==> src/design/quad_mesh_panel_geometry_macros.svh <==
// Assertion helpers, clocked on clk_i, idle while rst_ni is low.
`ifndef QUAD_MESH_PANEL_GEOMETRY_MACROS_SVH
`define QUAD_MESH_PANEL_GEOMETRY_MACROS_SVH

// same-cycle implication
`define QMPG_ASSERT_IMP(lbl, ante, cons) \
  lbl: assert property (@(posedge clk_i) disable iff (!rst_ni) (ante) |-> (cons)) \
    else $error("qmpg assertion failed");

// next-cycle implication
`define QMPG_ASSERT_NEXT(lbl, ante, cons) \
  lbl: assert property (@(posedge clk_i) disable iff (!rst_ni) (ante) |=> (cons)) \
    else $error("qmpg assertion failed");

`endif

==> src/design/qmpg_pkg.sv <==
package qmpg_pkg;

  localparam int unsigned COORD_W = 24;
  localparam int unsigned DIFF_W  = 25;
  localparam int unsigned MUL_W   = 27;
  localparam int unsigned PROD_W  = 54;
  localparam int unsigned CROSS_W = 51;
  localparam int unsigned MAG_W   = 50;
  localparam int unsigned SQ_W    = 100;
  localparam int unsigned ROOT_W  = 50;
  localparam int unsigned REM_W   = 52;
  localparam int unsigned DIV_W   = 66;
  localparam int unsigned QUO_W   = 17;
  localparam int unsigned AREA_W  = 49;
  localparam int unsigned TOTAL_W = 63;
  localparam int unsigned PPL_W   = 11;
  localparam int unsigned LEN_W   = 17;
  localparam int unsigned CFG_W   = 49;
  localparam int unsigned CFG_IDX_W = 2;

  localparam int unsigned SQRT_STEPS = SQ_W / 2;
  localparam int unsigned DIV_STEPS  = QUO_W;

  localparam logic [CFG_IDX_W-1:0] CFG_POINTS_PER_LINE = 2'd0;
  localparam logic [CFG_IDX_W-1:0] CFG_REVERSE_NORMALS = 2'd1;
  localparam logic [CFG_IDX_W-1:0] CFG_AREA_THRESHOLD  = 2'd2;

  typedef struct packed {
    logic signed [COORD_W-1:0] x;
    logic signed [COORD_W-1:0] y;
    logic signed [COORD_W-1:0] z;
  } coord_t;

  typedef struct packed {
    logic signed [COORD_W-1:0] point_x;
    logic signed [COORD_W-1:0] point_y;
    logic signed [COORD_W-1:0] point_z;
    logic                      mesh_start;
  } point_t;

  typedef struct packed {
    logic [9:0]                panel_row;
    logic [9:0]                panel_col;
    logic signed [COORD_W-1:0] centroid_x;
    logic signed [COORD_W-1:0] centroid_y;
    logic signed [COORD_W-1:0] centroid_z;
    logic signed [15:0]        normal_x;
    logic signed [15:0]        normal_y;
    logic signed [15:0]        normal_z;
    logic [AREA_W-1:0]         panel_area;
    logic [TOTAL_W-1:0]        total_area;
    logic                      degenerate;
  } panel_t;

  typedef struct packed {
    logic       accept;
    logic       rd_a;
    logic       rd_b;
    logic       cap_a;
    logic       cap_b;
    logic       diff;
    logic       wr_a;
    logic       wr_b;
    logic       mul;
    logic       sq;
    logic       sqrt_init;
    logic       sqrt_step;
    logic       area;
    logic       div_init;
    logic       div_step;
    logic       div_fin;
    logic       fin;
    logic [1:0] comp;
    logic [1:0] sub;
  } cmd_t;

  typedef struct packed {
    logic panel;
    logic zero;
    logic out_busy;
  } status_t;

endpackage

==> src/design/qmpg_ctrl.sv <==
module qmpg_ctrl (
  input  logic              clk_i,
  input  logic              rst_ni,
  input  logic              in_valid_i,
  output logic              in_ready_o,
  input  qmpg_pkg::status_t status_i,
  output qmpg_pkg::cmd_t    cmd_o
);
  localparam logic [3:0] ST_IDLE  = 4'd0;
  localparam logic [3:0] ST_RDA   = 4'd1;
  localparam logic [3:0] ST_RDB   = 4'd2;
  localparam logic [3:0] ST_CAP   = 4'd3;
  localparam logic [3:0] ST_DIFF  = 4'd4;
  localparam logic [3:0] ST_WRA   = 4'd5;
  localparam logic [3:0] ST_WRB   = 4'd6;
  localparam logic [3:0] ST_MUL   = 4'd7;
  localparam logic [3:0] ST_SQ    = 4'd8;
  localparam logic [3:0] ST_SQI   = 4'd9;
  localparam logic [3:0] ST_SQRT  = 4'd10;
  localparam logic [3:0] ST_AREA  = 4'd11;
  localparam logic [3:0] ST_DINIT = 4'd12;
  localparam logic [3:0] ST_DIV   = 4'd13;
  localparam logic [3:0] ST_DFIN  = 4'd14;
  localparam logic [3:0] ST_FIN   = 4'd15;

  logic [3:0] state_q, state_d;
  logic [5:0] cnt_q, cnt_d;
  logic [1:0] comp_q, comp_d;
  logic [1:0] sub_q, sub_d;

  assign in_ready_o = (state_q == ST_IDLE);

  always_comb begin
    state_d = state_q;
    cnt_d   = cnt_q;
    comp_d  = comp_q;
    sub_d   = sub_q;
    cmd_o   = '0;
    cmd_o.comp = comp_q;
    cmd_o.sub  = sub_q;
    unique case (state_q)
      ST_IDLE: begin
        if (in_valid_i) begin
          cmd_o.accept = 1'b1;
          state_d = ST_RDA;
        end
      end
      ST_RDA: begin
        cmd_o.rd_a = 1'b1;
        state_d = ST_RDB;
      end
      ST_RDB: begin
        cmd_o.rd_b  = 1'b1;
        cmd_o.cap_a = 1'b1;
        state_d = ST_CAP;
      end
      ST_CAP: begin
        cmd_o.cap_b = 1'b1;
        state_d = ST_DIFF;
      end
      ST_DIFF: begin
        cmd_o.diff = 1'b1;
        state_d = ST_WRA;
      end
      ST_WRA: begin
        cmd_o.wr_a = 1'b1;
        state_d = ST_WRB;
      end
      ST_WRB: begin
        cmd_o.wr_b = 1'b1;
        comp_d = 2'd0;
        sub_d  = 2'd0;
        state_d = status_i.panel ? ST_MUL : ST_FIN;
      end
      ST_MUL: begin
        cmd_o.mul = 1'b1;
        if (sub_q == 2'd2) begin
          sub_d = 2'd0;
          if (comp_q == 2'd2) begin
            comp_d  = 2'd0;
            state_d = ST_SQ;
          end else begin
            comp_d = comp_q + 2'd1;
          end
        end else begin
          sub_d = sub_q + 2'd1;
        end
      end
      ST_SQ: begin
        cmd_o.sq = 1'b1;
        if (sub_q == 2'd2) begin
          sub_d = 2'd0;
          if (comp_q == 2'd2) begin
            comp_d  = 2'd0;
            state_d = ST_SQI;
          end else begin
            comp_d = comp_q + 2'd1;
          end
        end else begin
          sub_d = sub_q + 2'd1;
        end
      end
      ST_SQI: begin
        cmd_o.sqrt_init = 1'b1;
        cnt_d   = '0;
        state_d = ST_SQRT;
      end
      ST_SQRT: begin
        cmd_o.sqrt_step = 1'b1;
        cnt_d = cnt_q + 6'd1;
        if (cnt_q == 6'(qmpg_pkg::SQRT_STEPS - 1)) begin
          state_d = ST_AREA;
        end
      end
      ST_AREA: begin
        cmd_o.area = 1'b1;
        comp_d  = 2'd0;
        state_d = ST_DINIT;
      end
      ST_DINIT: begin
        // zero flag is registered by the area step in the state just before
        if (status_i.zero) begin
          state_d = ST_FIN;
        end else begin
          cmd_o.div_init = 1'b1;
          cnt_d   = '0;
          state_d = ST_DIV;
        end
      end
      ST_DIV: begin
        cmd_o.div_step = 1'b1;
        cnt_d = cnt_q + 6'd1;
        if (cnt_q == 6'(qmpg_pkg::DIV_STEPS - 1)) begin
          state_d = ST_DFIN;
        end
      end
      ST_DFIN: begin
        cmd_o.div_fin = 1'b1;
        if (comp_q == 2'd2) begin
          state_d = ST_FIN;
        end else begin
          comp_d  = comp_q + 2'd1;
          state_d = ST_DINIT;
        end
      end
      ST_FIN: begin
        if (!(status_i.panel && status_i.out_busy)) begin
          cmd_o.fin = 1'b1;
          state_d = ST_IDLE;
        end
      end
      default: state_d = ST_IDLE;
    endcase
  end

  always_ff @(posedge clk_i or negedge rst_ni) begin
    if (!rst_ni) begin
      state_q <= ST_IDLE;
      cnt_q   <= '0;
      comp_q  <= '0;
      sub_q   <= '0;
    end else begin
      state_q <= state_d;
      cnt_q   <= cnt_d;
      comp_q  <= comp_d;
      sub_q   <= sub_d;
    end
  end
endmodule

==> config.mk <==
export PLATFORM = sky130hd
export DESIGN_NAME = qmpg_ctrl
export DESIGN_NICKNAME = d
export VERILOG_FILES = /design/src/design/quad_mesh_panel_geometry_macros.svh /design/src/design/qmpg_pkg.sv /design/src/design/qmpg_ctrl.sv
export SDC_FILE = /design/constraint.sdc
export NUM_CORES = 1
export LEC_CHECK = 0
export CORE_MARGIN = 3
export CORE_UTILIZATION = 65
export DETAILED_ROUTE_END_ITERATION = 16
export DONT_BUFFER_PORTS = 1
export PLACE_DENSITY = 0.92
export SLEW_MARGIN = 20
export SYNTH_ARGS = -nofsm -noshare
export SYNTH_HDL_FRONTEND = slang
export SYNTH_SLANG_ARGS = --single-unit
==> constraint.sdc <==
create_clock -name clk_i -period 4 [get_ports clk_i]
set_input_delay 0.2 -clock clk_i [delete_from_list [all_inputs] [get_ports clk_i]]
set_output_delay 0.2 -clock clk_i [all_outputs]
set_load 0.02 [all_outputs]
==> results.toml, run 1 <==
[run_status]
outcome = "completed"

[synth]
yosysWarnings = 0
synth_cell_type_count = 39
synth_top_cell_by_area = "dfrtp_1"
synthTopCellsByArea = "dfrtp_1, nor2_1, ha_1"
synth_edf_count = 0
synthCells = 141
synth-main-ff-cell = "dfrtp_1"
synth_top_cells_by_count = "nor2_1, dfrtp_1, a21oi_1"
ys_ff_latch = 14
yosysMostFrequentCell = "nor2_1"
synth_top_area_share_pct = 31.7
async_flop_share_pct = 100
synth.avg_cell_area_sq_um = 7.83
synth_nets = 153
ys_seq_area_share_pct = 31.7
syn_area_sq_mm = 0.00110

[worst_setup_path]
criticalPathCategory = "flip-flop to flip-flop"
rrSetupSlack_ps = 1740
cp.required_ps = 4170
reg2reg_from = "state_q[3]"
r2r_cells = 5
start_kind = "flip-flop"
cp_max_fo = 17
critPathCaptureType = "flip-flop"
r2r_end = "state_q[1]"
setup.worst_path.start = "state_q[3]"
worstPathArrival_ps = 2430

[worst_hold_path]
holdCritStartpoint = "status_i[2]"
hp-class = "input pin to flip-flop"
min_path_cells = 3
hold_end = "state_q[3]"

[detailed_routing]
viasPerCell = 6.61
drcViolationCount = 0
wl_mm = 2.40
drt_iter0_markers = 28
ant_nets = 0
vias = 1018
wl_per_cell_um = 15.6
first_pass_iters = 4

[power]
power_density_mw_per_mm2 = 901
vdd.ir_drop.worst_uv = 570
p_leak_nw = 0.476

[cts]
cts_root_buf = "clkbuf_4"
cts_tree = "done"
post_cts_buffers = 0
clk_latency_ps = 280
htreeDepth = 1
cts_buffers = 3
cts.sinks = 14
clockBufferDepth = 2
clkTransAtPathRegs_ps = 80

[floorplan]
start_util_pct = 70.8
core_area_sq_mm = 0.00156
rows = 14
die_h_um = 47.2
io_pins = 28
die_area_sq_mm = 0.00223
die_w_um = 47.2

[global_routing]
grt_pass1_vias = 833
grt_max_degree = 19
grt_overflow = 0
grt_usage_pct = 22.1
grt_pass1_wl_mm = 3.53
antenna_found_initial = 0

[place]
finalWeightedCongestion = 0.817
dp_cells = 149
io_buffers = 0
dpl.hpwl_mm = 1.79

[job]
drv_cap = 0

[sta]
maxSlewHeadroom_pct = 40.8
setup_violations = 0
fin_setup_tns_ps = 0
slew_viol_final = 0
tightest_slew_ps = 881
finClkSkew_ps = 1.85
min_period_over_period_pct = 56.5
min_period_ps = 2260
hold_ws_ps = 185
hold_viol = 0
max_freq_mhz = 442
rsz0062_at_grt = "false"

[final_layout]
synthToLayoutAreaGrowth_pct = 2.04
final_nets = 151
drive_gt1_share_pct = 7.25
antenna_cells = 0
seqCellArea_sq_um = 350
multi_input_area_sq_um = 668
n_fill_cell = 115
final_cells = 154
## power by group
group | internal [mW] | switching (mW)
Clock | 0.0554 | 0.0455
Sequential | 0.201 | 0.175
Combinational | 0.203 | 0.335
## kinds of logic (layout without fill, tap and decap cells)
logic type | Yosys count | count (layout) | synth area share (%)
fa+ha+maj | 6 | 6 | 6.80
xor+xnor | 1 | 1 | 0.794
simple gates | 63 | 63 | 28.5
compound gates | 37 | 37 | 22.5
mux | 2 | 2 | 2.04
flops | 14 | 14 | 31.7
buf+inv | 18 | 15 | 7.71
## worst max path at each step
stage	to	slack (ps)
5_1_grt	state_q[0]	1610
3_5_place_dp	state_q[1]	1780
4_1_cts	state_q[1]	1760
2_1_floorplan	state_q[0]	2090
6_report	state_q[1]	1740
3_3_place_gp	state_q[1]	1890
## metrics by stage
stage / util, % / setup WS (ps) / cell area [sq um] / power [mW]
after floorplan: - / 2090 / 1100 / 0.820
after global placement: 69.3 / 1890 / 1080 / 0.863
after detailed placement: 69.3 / 1780 / 1080 / 0.907
after CTS: 72.2 / 1760 / 1130 / 1.01
after global routing: 72.2 / 1610 / 1130 / 1.10
final: 72.2 / 1740 / 1130 / 1.02
## critical path, stage by stage (launching register included)
cell      delay, ps
dfrtp_1         690
nand2b_1        370
nor2_1          460
a21oi_1         100
o21ai_2         190
mux2_1          340
## state kept, by name, summed over array words and instances, names as in the netlist
name,cells
comp_q,2
sub_q,2
state_q,4
cnt_q,6
## placed cells by master (no fill, tap or decap), types with 3 or more instances in the layout
cell type	count
inv_1	9
o21ai_0	9
nor3_1	5
a22oi_1	3
nand2b_1	8
nor2_1	23
ha_1	6
clkbuf_4	3
nand3_1	3
dfrtp_1	14
a21oi_1	11
nand2_1	10
## repair_timing
action | 4_1_cts | 5_1_grt
resized for setup | 0 | 0
endpoints found under the hold margin | 14 | 0
hold buffers | 1 | 0
## layer usage
metal,up-vias,global-route usage [%],wire (um)
met2,40,35.5,1260
li1,492,-,-
met1,486,29.1,978
met3,0,7.28,153
met4,0,4.42,0
met5,-,0,0
## layout make-up
cell class	instances	area share (%)
clock buffer	4	3.22
tap	16	1.78
sequential	14	31.1
timing repair buffer	2	1.56
inverter	9	3.00
multi-input combinational	109	59.3
(Power assumes the default switching activity.)
==> inputs of run 2 (changes only) <==
Settings changed: CORE_ASPECT_RATIO from default to 1.4, CORE_UTILIZATION 65 to 56, PLACE_DENSITY 0.92 to 0.85.
Clock period 4 ns to 2 ns, I/O delays scaled along.
==> run 2 against run 1 <==
Sequential share of layout area is 2.9 points lower. Register-to-register slack worse by 1500 ps. Wire length is 0.17% higher. Final area is 10% higher. Via count is 3.1% higher. Combinational power grew to 2.6 times the previous value. Fmax is 26% higher. Global-route usage is 0.14 points lower. Critical path depth stayed put. Sequential cell count stayed put. Worst hold slack worse by 72 ps. Highest routed layer is now met4.
==> results.toml, run 2 (synthesis results as in run 1) <==
[run_status]
outcome = "completed"

[global_routing]
grt_max_degree = 15
grt_pass1_vias = 1004
grt_overflow = 0
grt_pass1_wl_mm = 4.27
grt_usage_pct = 21.9
antenna_found_initial = 0

[sta]
finClkSkew_ps = 3.16
rsz0062_at_grt = "false"
tightest_slew_ps = 631
slew_viol_final = 0
min_period_over_period_pct = 90.0
hold_viol = 0
setup_violations = 0
min_period_ps = 1800
maxSlewHeadroom_pct = 57.8
fin_setup_tns_ps = 0
max_freq_mhz = 556

[place]
dp_cells = 169
io_buffers = 0
dpl.hpwl_mm = 1.89
finalWeightedCongestion = 0.889

[cts]
clockBufferDepth = 2
cts_root_buf = "clkbuf_4"
cts_buffers = 3
clkTransAtPathRegs_ps = 80
htreeDepth = 1
cts.sinks = 14
clk_latency_ps = 280
cts_tree = "done"

[worst_hold_path]
hp-class = "input pin to flip-flop"

[worst_setup_path]
worstPathArrival_ps = 1970
slowest_stage = "dfrtp_1"
critPathCaptureType = "flip-flop"
path_cells = "nand2_1, nor2_1, a21oi_1, o21ai_2, mux2_1"
rrSetupSlack_ps = 200
start_kind = "flip-flop"
cp_slowest_stage_delay_ps = 620
cp.required_ps = 2170
criticalPathCategory = "flip-flop to flip-flop"
cp_max_fo = 14

[floorplan]
die_area_sq_mm = 0.00255
io_pins = 28
rows = 18
die_h_um = 58.5
die_w_um = 43.5
start_util_pct = 60.5
core_area_sq_mm = 0.00182

[power]
power_density_mw_per_mm2 = 1730
p_int_mw = 1.03
finalPower_mw = 2.15
seqPwrFrac_pct = 28.4
p_comb_share_pct = 64.4
p_sw_share_pct = 51.9
pwr-share-clk_pct = 7.2
vdd.ir_drop.worst_uv = 892
power.switching_mw = 1.11
p_leak_nw = 0.550

[final_layout]
mostFrequentLayoutCells = "nor2_1, buf_4, dfrtp_1, a21oi_1, nand2_1"
largest_register = "cnt_q"
largest_reg_flops = 6
synthToLayoutAreaGrowth_pct = 12.4
final_cells = 173
drive_gt1_share_pct = 17.0
final_common_cell = "nor2_1"
antenna_cells = 0
final_nets = 167
reg_top3 = "cnt_q x6, state_q x4"

[detailed_routing]
ant_nets = 0
first_pass_iters = 4
drcViolationCount = 0
wl_per_cell_um = 13.9
vias = 1050
drt_iter0_markers = 31
wl_mm = 2.40
viasPerCell = 6.07

[job]
drv_cap = 0
==> run 2: changes by cell type in the layout (fill, tap and decap cells not counted) <==
cell / delta
or2_1: -1
buf_4: +16
clkbuf_8: -1
or2_4: +1
==> run 2: path summary, 6_finish.rpt <==
check	from	endpoint	cells after the start
min in group asynchronous	rst_ni	state_q[1]	1
setup reg to reg	state_q[3]	state_q[0]	5
hold / removal	status_i[2]	state_q[3]	3
hold reg to reg	cnt_q[5]	cnt_q[5]	1
setup / recovery	state_q[3]	state_q[0]	5
max in group asynchronous	rst_ni	cnt_q[2]	1
==> run 2: through the flow <==
step	cell area (sq um)	util [%]	setup WS [ps]	hold slack [ps]
6_report	1240	68.0	201	113
5_1_grt	1240	68.0	25.7	125
4_1_cts	1240	67.8	141	105
3_5_place_dp	1200	66.0	148	-195
3_3_place_gp	1200	66.0	211	-195
2_1_floorplan	1100	-	90.3	-196
==> run 2: power by group through the flow <==
stage / Clock (mW) / Combinational [mW] / Sequential [mW]
5_1_grt: 0.168 / 1.55 / 0.643
2_1_floorplan: 0 / 1.07 / 0.574
4_1_cts: 0.162 / 1.37 / 0.607
6_report: 0.155 / 1.38 / 0.611
3_5_place_dp: 0 / 1.36 / 0.614
3_3_place_gp: 0 / 1.31 / 0.601
==> run 2: timing repair <==
item,4_1_cts,5_1_grt
resized for setup,0,1
hold buffers,1,0
endpoints found under the hold margin,14,0
buffers inserted,0,0
endpoints found under the setup margin,0,2
==> run 2: routing by layer <==
| metal | part of all wire, % | vias to the layer above | routed length [um] | global-route usage (%) |
|---|---|---|---|---|
| li1 | - | 514 | - | - |
| met1 | 41 | 491 | 989 | 26.5 |
| met5 | 0 | - | 0 | 0 |
| met2 | 51 | 38 | 1220 | 36.2 |
| met3 | 5.0 | 7 | 121 | 2.45 |
| met4 | 2.8 | 0 | 67 | 14.7 |
==> run 2: worst max-delay path: cells and delay by family (launching register included) <==
| kind | cells | cell delay [ps] |
|---|---|---|
| flops | 1 | 620 |
| simple gates | 2 | 450 |
| mux | 1 | 330 |
| compound gates | 2 | 290 |
==> run 2: area by class of cell <==
type,instances,area [sq um]
Clock buffer,3,22.5
Fill cell,152,584
Inverter,9,33.8
Multi-Input combinational cell,109,671
Sequential cell,14,350
Tap cell,20,25.0
Timing Repair Buffer,18,138
